File: src/sv/chkm_pkg.sv
`timescale 1ns / 1ps
`default_nettype none

package chkm_pkg;

  localparam int BUCKET_COUNT_DEF = 64;
  localparam int POOL_ENTRIES_DEF = 128;

  localparam logic [31:0] ALL_ONES = 32'hFFFF_FFFF;

  localparam logic [1:0] ACT_INSERT = 2'd0;
  localparam logic [1:0] ACT_FIND   = 2'd1;
  localparam logic [1:0] ACT_REMOVE = 2'd2;
  localparam logic [1:0] ACT_BLOCK  = 2'd3;

  localparam logic [1:0] ST_OK      = 2'd0;
  localparam logic [1:0] ST_MISSING = 2'd1;
  localparam logic [1:0] ST_FULL    = 2'd2;

  typedef struct packed {
    logic eq;
    logic gt;
  } cmp_res_t;

endpackage

`default_nettype wire

File: src/sv/chkm_cmp.sv
`timescale 1ns / 1ps
`default_nettype none

module chkm_cmp import chkm_pkg::*; (
  input  wire logic [31:0] a_i,
  input  wire logic [31:0] b_i,
  output      cmp_res_t    res_o
);

  assign res_o.eq = (a_i == b_i);
  assign res_o.gt = (a_i > b_i);

endmodule

`default_nettype wire

File: config.mk
export PLATFORM = sky130hd
export DESIGN_NAME = chkm_cmp
export DESIGN_NICKNAME = d
export VERILOG_FILES = /design/src/sv/chkm_pkg.sv /design/src/sv/chkm_cmp.sv
export SDC_FILE = /design/constraint.sdc
export NUM_CORES = 1
export LEC_CHECK = 0
export ABC_CLOCK_PERIOD_IN_PS = 2800
export BUFFER_PORTS_ARGS = -buffer_cell sky130_fd_sc_hd__buf_4
export CORE_MARGIN = 5
export CORE_UTILIZATION = 45
export DETAILED_ROUTE_END_ITERATION = 8
export PLACE_DENSITY_LB_ADDON = 0.1
export SKIP_LAST_GASP = 1
export SYNTH_ARGS = -nofsm -noshare
export SYNTH_HDL_FRONTEND = slang
export SYNTH_SLANG_ARGS = --single-unit
File: constraint.sdc
create_clock -name vclk -period 2.8
set_clock_uncertainty 0.05 [all_clocks]
set_input_delay 0.14 -clock vclk [all_inputs]
set_output_delay 0.14 -clock vclk [all_outputs]
set_load 0.02 [all_outputs]
Word-level counts from Yosys, hierarchy flattened
Cells that the tools add are included.
W data, S select, Z words.
{ "totals": {"reg_bits": 0, "input_bits": 64, "elab_cells": 2} }
{ "classes": {"order_cmp": 1, "eq_ne": 1} }
{ "op_table": {"columns": ["cell", "n"], "rows": [
  ["$eq A32 B32 Y1", 1],
  ["$gt A32 B32 Y1", 1]
]} }

Depth between registers and ports, before layout
Gate-level depths: netlist of run 1.
{ "logic_depth": {"word_depth": 1, "depth_mapped": 7, "mapped_depth_nobuf": 7} }

Worst setup path after synthesis of run 1
OpenSTA, ideal clock, no wires.
{ "synth_path": {"path_kind": "input to output", "from": "input b_i[13]", "to": "output res_o[0] (netlist bit)", "t_arrival_ns": 1.405, "path_slack_ns": 1.205, "path_stages": 7, "path_buffers": 0, "path_cell_list": "inv_1 > ha_1 > nand4_2 > nor3_1 > a21boi_2 > o41ai_2 > a31oi_1"} }
{ "synth_rtl": {"columns": ["item", "line", "rtl"], "rows": [
  ["from (decl)", "chkm_cmp.sv:6", "input wire logic [31:0] b_i,"],
  ["to (decl)", "chkm_cmp.sv:7", "output cmp_res_t res_o"]
]} }

==> run summary, run 1 <==
The run finished with clean final reports. The share of the synthesized area in the top cell type is 47.7%, and the initial core utilization is 48.1%. In the final layout, the share of cells above drive strength 1 is 40.9%. The pre-CTS setup slack was 1.05 ns. Row generation in the floorplan step produced 15 rows. Setup repair after global routing left no endpoint under its margin. STA classifies the critical path endpoint as a primary output.

The first global-routing pass estimated 3.68 mm of wire. Worst min-delay path startpoint: a_i[31]. The detail route stage leaves a number of antenna-violating nets equal to 0. At the end of routability-driven placement, the weighted congestion stood at 0.634. Total power: 0.175 mW. Summed over all instances, the cell type with the most area after synthesis is ha_1. The hold-fix buffer count after cts was 0; the number of instances in the synthesized netlist was 110. Via count of the first global-routing pass: 1,003.

The sort of element at the start of the critical path is an input port. Global routing consumed, over all layers together, 16.2% of the routing resources. The die area was 2830 sq um.

The area of placed instances is 1370 sq um. The count of buffers added on input and output ports is 66. For the vias after detailed routing, the log shows 983. The share of the clock period used by the worst path after layout works out to 62.3%. The first detailed-routing pass ran for 2 iterations. The floorplan step set the die width to 53.2 um. The die is 53.2 um tall.

The finished cells cover 1370 sq um. For the final routed database, the setup TNS stands at 0 ns. Sorting the synthesized cells by area gives the leading types as ha_1 48%, inv_1 14%, a21oi_1 6.0%. The tightest min-delay check is of the in -> out type. The count of nets after finishing is 274.

The share of the Yosys chip area taken by registers is 0%. The storage element area was 0 sq um. Across all setup checks in the final design, the least slack found is 1.05 ns. The run gives 1750 sq um as the core outline area.

The tools report the count of routing violations after the opening detailed-route iteration as 7. Setup violations remaining at the end of the flow were counted as 0. For this run, design rule violations remaining after detail routing come to 0. In this run the worst setup path terminates at res_o[0]. Timing would allow up to 0.573 GHz. STA puts the critical path data arrival time at 1.56 ns.

After legalization and detailed placement, the total HPWL measured 2.10 mm. Along the worst path, the maximum fanout reaches 3. The tools report the largest net degree at the start of global routing as 4. For this design the static power due to leakage is 0.866 nW. After clock tree synthesis, the repair step resized 0 gates.

The filler cells instantiated in the layout total 135. The run gives 66 as the count of pins on the block boundary. Number of clock buffers in the layout: 0. The initial antenna violation count is 0, and the final wirelength is 2.18 mm.

Slew at the pin with the worst max-slew slack: 0.248 ns. Power spread over the standard cell area amounts to 128 nW/um^2. Subtracting the final worst setup slack from the clock period gives 1.75 ns. The logs give 0 for the final number of max-transition violations and 0 for the number of max-capacitance violations reported.

The top cell types in the final layout, fill and taps aside, are 66 x buf_4, 32 x inv_1, 32 x ha_1. VDD sags by at most 0.0000821 V. The post-synthesis average cell area works out to 7.63 sq um.

The most critical setup path has its startpoint at a_i[10]. The post-CTS setup repair buffer count was 0. Summed over all layers, the global routing overflow is 0. The total of warnings raised by yosys is 0, and the normalized max-slew margin is 83.3%. The number of different library cells used by synthesis comes to 22.

The leading cell type in the layout, fill and taps excluded is buf_4. The worst setup path is of the in -> out kind. 0 antenna diodes ended up in the layout. The hold violation total from the final report is 0. The mapped cell area is 840 sq um. Dividing the detail-routed via count by the number of cells gives 4.89. For the area of the multi-input gates, the log shows 719 sq um. Growth of design area from synthesis to finish: 62.7%. The sequential cell count of the final layout is 0.

STA puts the critical path data required time at 2.61 ns. Synthesis produced a netlist with a net count of 206. The average wire per standard cell came out at 10.8 um.
-- routing by layer --
metal	up-vias	routed length, um	track usage [%]
met5	-	0	0
met3	0	231	1.69
met2	38	1120	33.1
li1	523	-	-
met4	0	0	0.851
met1	422	825	18.3
-- worst max-delay path, stage by stage --
cell,delay [ns]
buf_4,0.11
ha_1,0.32
a21o_1,0.20
a21oi_2,0.12
a21oi_1,0.08
o41ai_2,0.31
a31oi_1,0.11
buf_4,0.17
-- through the flow --
step                instances  util, %  hold slack, ns
global placement          201     78.3           0.790
finish                    201     78.3           0.783
floorplan                 110        -           0.751
global route              201     78.3           0.818
detailed placement        201     78.3           0.794
CTS                       201     78.3           0.789
-- cell type report --
type | count | share of cell area [%]
inverter | 32 | 8.79
multi-input combinational | 78 | 52.7
tap | 25 | 2.29
timing repair buffer | 66 | 36.3
-- kinds of logic after synthesis --
logic type                 after synthesis  synth area share, %
and+or+nand+nor                         22                 18.0
adders and majority gates               32                 47.7
buffers and inverters                   32                 14.3
AOI/OAI and AO/OA                       24                 20.0
-- cell usage after synthesis --
library cell / n
ha_1: 32
inv_1: 32
a21oi_1: 10
nand3_1: 6
nand4_1: 6
a21o_1: 5
a211oi_1: 2
nand2_1: 2
nand4_2: 2
a21boi_0: 1
a21boi_2: 1
a21oi_2: 1
a31oi_1: 1
and3_1: 1
and4_1: 1
nor2_1: 1
nor2b_1: 1
nor3_1: 1
nor4_4: 1
o211ai_1: 1
o31ai_1: 1
o41ai_2: 1
-- report_power, final --
part / leakage, nW / switching [mW] / internal, mW / total [mW]
Clock: 0 / 0 / 0 / 0
Sequential: 0 / 0 / 0 / 0
Combinational: 0.866 / 0.0707 / 0.104 / 0.175
Total: 0.866 / 0.0707 / 0.104 / 0.175
-- worst min path at each step --
stage          cells past startpoint  endpoint  slack [ns]
2_1_floorplan                      3  res_o[1]        0.75
3_3_place_gp                       5  res_o[0]        0.79
3_5_place_dp                       5  res_o[0]        0.79
4_1_cts                            5  res_o[0]        0.79
5_1_grt                            5  res_o[0]        0.82
6_report                           5  res_o[0]        0.78
(Power assumes the default switching activity.)
==> run 2: changes to the inputs <==
--- a/config.mk
+++ b/config.mk
@@ -5,10 +5,10 @@
 export SDC_FILE = /design/constraint.sdc
 export NUM_CORES = 1
 export LEC_CHECK = 0
-export ABC_CLOCK_PERIOD_IN_PS = 2800
+export ABC_CLOCK_PERIOD_IN_PS = 1500
 export BUFFER_PORTS_ARGS = -buffer_cell sky130_fd_sc_hd__buf_4
 export CORE_MARGIN = 5
-export CORE_UTILIZATION = 45
+export CORE_UTILIZATION = 38
 export DETAILED_ROUTE_END_ITERATION = 8
 export PLACE_DENSITY_LB_ADDON = 0.1
 export SKIP_LAST_GASP = 1
==> constraint.sdc (replaced) <==
create_clock -name vclk -period 1.5
set_clock_uncertainty 0.05 [all_clocks]
set_input_delay 0.075 -clock vclk [all_inputs]
set_output_delay 0.075 -clock vclk [all_outputs]
set_load 0.02 [all_outputs]
==> run 2 against run 1 <==
  * The run now ends with setup timing left
  * Combinational power rose to 3.0 times the previous value
  * Global-route usage up 3.1 points
  * Critical path depth up 1
  * Sequential share of layout area unchanged
  * Count of clock-buffer cells in the layout unchanged
  * Flip-flop and latch count unchanged
  * Die area up 15%
  * Core utilization up 8.2 points
  * Final cell count up 5.5%
  * Total power rose to 3.0 times the previous value
==> run summary, run 2 (synthesized netlist as in run 1, its figures left out) <==
The library cell used most frequently in the layout, excluding fill and tap cells, is buf_4. Arrival time of data at the critical path endpoint: 1.54 ns. The final reports fail on setup timing. Setup repair after global routing could not meet its margin everywhere.

The logs give 0 for the number of max-capacitance violations reported and 0 for the initial antenna violation count. For this configuration, the core starts out at a cell density of 38.7%. For the die area, the log shows 3250 sq um. Entering global routing, the biggest net connects 4 pins.

The height of the chip came out at 57.0 um. The run gives -0.161 ns as the total negative setup slack. The family with the most delay on the worst path is compound AO/OA/AOI/OAI gates.

Across the VDD grid, the largest voltage drop is 0.000217 V. The total half-perimeter wirelength after legalization and detailed placement came out at 2.19 mm. The final layout contains a sequential cell count of 0.

The growth of design area from synthesis to finish is 124%. The congestion estimate from routability-driven global placement came to 0.822. The highest achievable clock rate was 0.602 GHz; the count of pins on the block boundary was 66.

Kind of critical path: in -> out. Measured against its own limit, the worst slew margin works out to 82.6%. In the routed layout, each cell is associated on average with a via count of 5.14.

After the first detailed-routing iteration, the DRC count stood at 8. The number of clock buffers in the layout came out at 0. Core outline area: 2170 sq um. The first global-routing pass estimated 5.17 mm of wire. The run gives 1880 sq um as the summed area of non-filler cells in the final layout. The path length in cells of the critical path is 9.

The count of antenna-violating nets left after detailed routing was 0. The final layout contains routed wiring with a total length of 3.40 mm. The total overflow left after global routing is 0.

The logs give 282 for the count of nets after finishing and 122 for the number of inserted filler cells in the final layout. In the routed design, unresolved DRC markers number 0. In the layout the commonest cells are 56 x buf_4, 26 x ha_4, 18 x buf_6. The tools report the hold violation total from the final report as 0. Final setup violation count: 1. Highest-delay cell along the critical path: ha_4. The design draws 0.521 mW. At the worst endpoint, the required time is 1.37 ns.

The post-route worst hold slack came out at 0.750 ns. The post-route netlist has 70.7% of its cells at a drive strength greater than 1. The share of the clock period used by the worst path after layout is 111%, and the slew at the pin with the worst max-slew slack is 0.258 ns. For the number of search-and-repair iterations in the first detailed-routing pass, the log shows 4. 0 antenna diodes ended up in the layout. The class of the most critical hold timing path was in -> out. STA classifies the critical path endpoint as a primary output. Counting instances, the worst hold path has a depth of 5. Prior to clock tree synthesis, the placed netlist has a worst setup slack of -0.162 ns.

Of all nets on the critical path, the largest fanout is 3. The area of placed instances is 1420 sq um. STA classifies the critical path startpoint as an input port.

Traced cell by cell, the critical path runs through buf_6 > inv_4 > ha_4 > nand4_1 > nor3_2 > a21boi_2 > o41ai_2 > a31oi_1 > buf_4. The flow ran to the end, but the final reports show violations. The count of buffers from port buffering is 66, and the vias after detailed routing is 1,090. The tools report the final worst slack as -0.161 ns. Aggregate global-route resource usage: 19.3%. Summing all flip-flop and latch instances after layout gives 0 sq um. For the cell leakage power, the log shows 0.913 nW. Final number of max-transition violations: 0. The via count of the first global-routing pass was 1,198. The number of buffers and inverters on the critical path is 3. For this run, the slowest stage of the critical path takes 0.27 ns. The floorplan has 17 rows.

For this design the ratio of total power to cell area is 277 nW/um^2. After detailed routing, the average wire length per cell comes to 16.1 um. The final critical path time including I/O delays and setup was 1.66 ns. The horizontal die dimension was 57.0 um.
-- run 2: area by class of cell --
cell class | count | area, sq um | area share (%)
well taps | 28 | 35.0 | 1.87
multi-input cells | 78 | 1090 | 58.1
repair buffers | 74 | 623 | 33.2
inverters | 32 | 128 | 6.80
-- run 2: worst min-delay path, stage by stage --
cell      delay, ns
buf_4          0.09
ha_4           0.12
a211oi_2       0.04
a31oi_1        0.22
buf_4          0.18
-- run 2: per-layer routing --
metal / up-vias / wire [um] / track usage (%)
met3: 8 / 182 / 2.26
met2: 41 / 1980 / 40.5
met5: - / 0 / 0
li1: 540 / - / -
met4: 0 / 85 / 4.64
met1: 501 / 1160 / 19.7
-- run 2: timing repair --
action | CTS | global route
gates resized for setup | 58 | 15
hold endpoints to repair | 0 | 0
setup buffers | 0 | 2
hold buffers | 0 | 0
setup endpoints to repair | 1 | 2
pin swaps | 28 | 7
-- run 2: metrics by stage --
stage	std cells	utilization, %
6_report	212	86.5
5_1_grt	212	86.5
4_1_cts	210	81.1
3_5_place_dp	210	65.2
3_3_place_gp	210	65.2
2_1_floorplan	110	-
-- run 2: report_power, final --
part / switching [mW] / leakage (nW) / internal (mW)
clock: 0 / 0 / 0
combinational: 0.213 / 0.913 / 0.307
sequential: 0 / 0 / 0
-- run 2: worst paths after layout --
path | startpoint | end | slack [ns]
worst max-delay path | b_i[10] | res_o[0] | -0.16
worst min-delay path | a_i[31] | res_o[0] | 0.75
==> run 3: changes to the inputs <==
--- a/config.mk
+++ b/config.mk
@@ -10,7 +10,7 @@
 export CORE_MARGIN = 5
 export CORE_UTILIZATION = 38
 export DETAILED_ROUTE_END_ITERATION = 8
-export PLACE_DENSITY_LB_ADDON = 0.1
+export PLACE_DENSITY_LB_ADDON = 0.05
 export SKIP_LAST_GASP = 1
 export SYNTH_ARGS = -nofsm -noshare
 export SYNTH_HDL_FRONTEND = slang
==> run 3 against run 2 <==
  * The run still ends with setup timing left
  * Via count is 1.8% lower
  * Final cell count is 0.47% higher
  * Global-route usage is 4.8 points lower
  * Worst hold slack worse by 0.074 ns
==> run summary, run 3 (synthesized netlist as in run 1, its figures left out) <==
The tightest min-delay check is of the in -> out type. The library cells used most frequently in the layout, excluding fill and tap cells, are 64 x buf_4, 23 x ha_4, 19 x inv_1. The worst supply voltage drop on vdd is 0.000198 V. The growth of design area from synthesis to finish was 117%; the wire length on met1 was 954 um.

The final setup violation count is 1, and the diode insertion count for antenna repair is 0. The die is 57.0 um tall. Entering global routing, the biggest net connects 4 pins.

In this run the standard cell core region covers 2170 sq um. The final critical path time including I/O delays and setup works out to 1.58 ns. Measured against its own limit, the worst slew margin works out to 83.8%. The per-cell via count in the routed design was 5.02; the via count of the first global-routing pass was 1,082. By startpoint and endpoint, the worst setup path is classified as in -> out. Routability-driven placement finished with a final weighted congestion of 0.873. The clock buffers instantiated in the layout total 0. The first detailed-routing pass took 4 iterations. The total placed cells including tap cells was 210. 66 I/O pins were placed.

The tools report the total length of routed met3 wires as 261 um. The run finished, with violations left. The count of antenna-violating nets left after detailed routing came out at 0.

The logs give 14.6% for the aggregate global-route resource usage and 0 for the sequential cell count of the final layout. Routed signal wires occupy layers up through met4. The tools report the core occupancy in the finished layout as 84.0%. The first routing iteration left 18 violations. The filler cells instantiated in the layout total 120. The total half-perimeter wirelength after legalization and detailed placement was 2.12 mm; the cell leakage power was 0.908 nW. The number of placement rows came out at 17. Setup repair after global routing could not meet its margin everywhere. The final route contains 1,070 vias.

In the finished design, the share of the clock period the worst path needs comes to 105%. The power density over the cells was 267 nW/um^2; the die area was 3250 sq um. STA puts the critical path data arrival time at 1.45 ns.

The start point of the critical path is b_i[11]. From left edge to right edge, the die measures 57.0 um. Storage element area: 0 sq um. Data on the critical path is required at its endpoint by 1.37 ns.

The remaining design rule violation count came out at 0. The library cell used most frequently in the layout, excluding fill and tap cells, is buf_4. The routed design uses 1.66 mm of met2 wire.

For the pin with the worst max-slew slack, the measured transition is 0.241 ns. The final layout contains routed wiring with a total length of 2.91 mm. The logs give 0 for the initial antenna violation count and 0 for the global route total overflow. The capturing element type of the critical path was a primary output. The tools report the final number of max-transition violations as 0. The final worst slack is -0.0791 ns. After detailed routing, the average wire length per cell comes to 13.6 um. The wire length of the first global-routing pass is 4.10 mm.

The logs give 1050 sq um for the area of the multi-input gates and 0 for the number of max-capacitance violations reported. Derived from the worst setup path, the maximum achievable clock frequency is 0.633 GHz. Worst min-delay path startpoint: a_i[31].

In this run the worst path has a maximum fanout of 2. The logs give 0 for the hold violation total from the final report and 1820 sq um for the summed area of non-filler cells in the final layout. The final layout contains 283 nets.

The count of buffers added on input and output ports is 66. Sort of element at the start of the critical path: an input port. Summing all placed instances gives a cell area of 1420 sq um.

The final reports fail on setup timing. For this design, the CTS-stage hold fixing added 0 buffers. The non-filler instance count after layout was 213; the ratio of cells with drive above 1 in the final layout was 65.9%. Once the floorplan was initialized, standard cells occupied 38.7% of the core.
## run 3: worst paths after layout
check  depth (start not counted)  endpoint  slack (ns)
max                            9  res_o[0]       -0.08
min                            5  res_o[0]        0.68
## run 3: power by group
group | switching, mW | total (mW) | leakage (nW) | internal, mW
clock | 0 | 0 | 0 | 0
sequential | 0 | 0 | 0 | 0
combinational | 0.198 | 0.487 | 0.908 | 0.289
total | 0.198 | 0.487 | 0.908 | 0.289
## run 3: worst max-delay path, cell delays in order
cell and delay, ns:
buf_4 0.08, inv_2 0.03, ha_4 0.25, nand4_1 0.15, nor3_2 0.22, a21boi_2 0.19, o41ai_2 0.09, a31oi_1 0.19
buf_4 0.17
## run 3: stage by stage
stage	hold WS [ns]	setup TNS [ns]	setup WS (ns)	power (mW)
2_1_floorplan	0.621	0	0.0348	0.159
3_3_place_gp	0.665	-0.105	-0.105	0.335
3_5_place_dp	0.676	-0.117	-0.117	0.344
4_1_cts	0.669	-0.0704	-0.0704	0.374
5_1_grt	0.726	-0.240	-0.223	0.544
6_report	0.676	-0.0791	-0.0791	0.487
## run 3: layout make-up
class / instances / area share [%]
inverters: 32 / 7.42
well taps: 28 / 1.92
multi-input cells: 78 / 57.5
repair buffers: 75 / 33.2
## run 3: timing repair
action / CTS / global route
setup buffers: 0 / 3
gates resized for setup: 12 / 48
pin swaps: 11 / 24
endpoints found under the setup margin: 1 / 2
## run 3: metal layers
metal	vias to the layer above	GRT usage, %
met5	-	0
met4	0	0
met3	4	2.71
met2	45	29.9
met1	481	16.2
li1	540	-
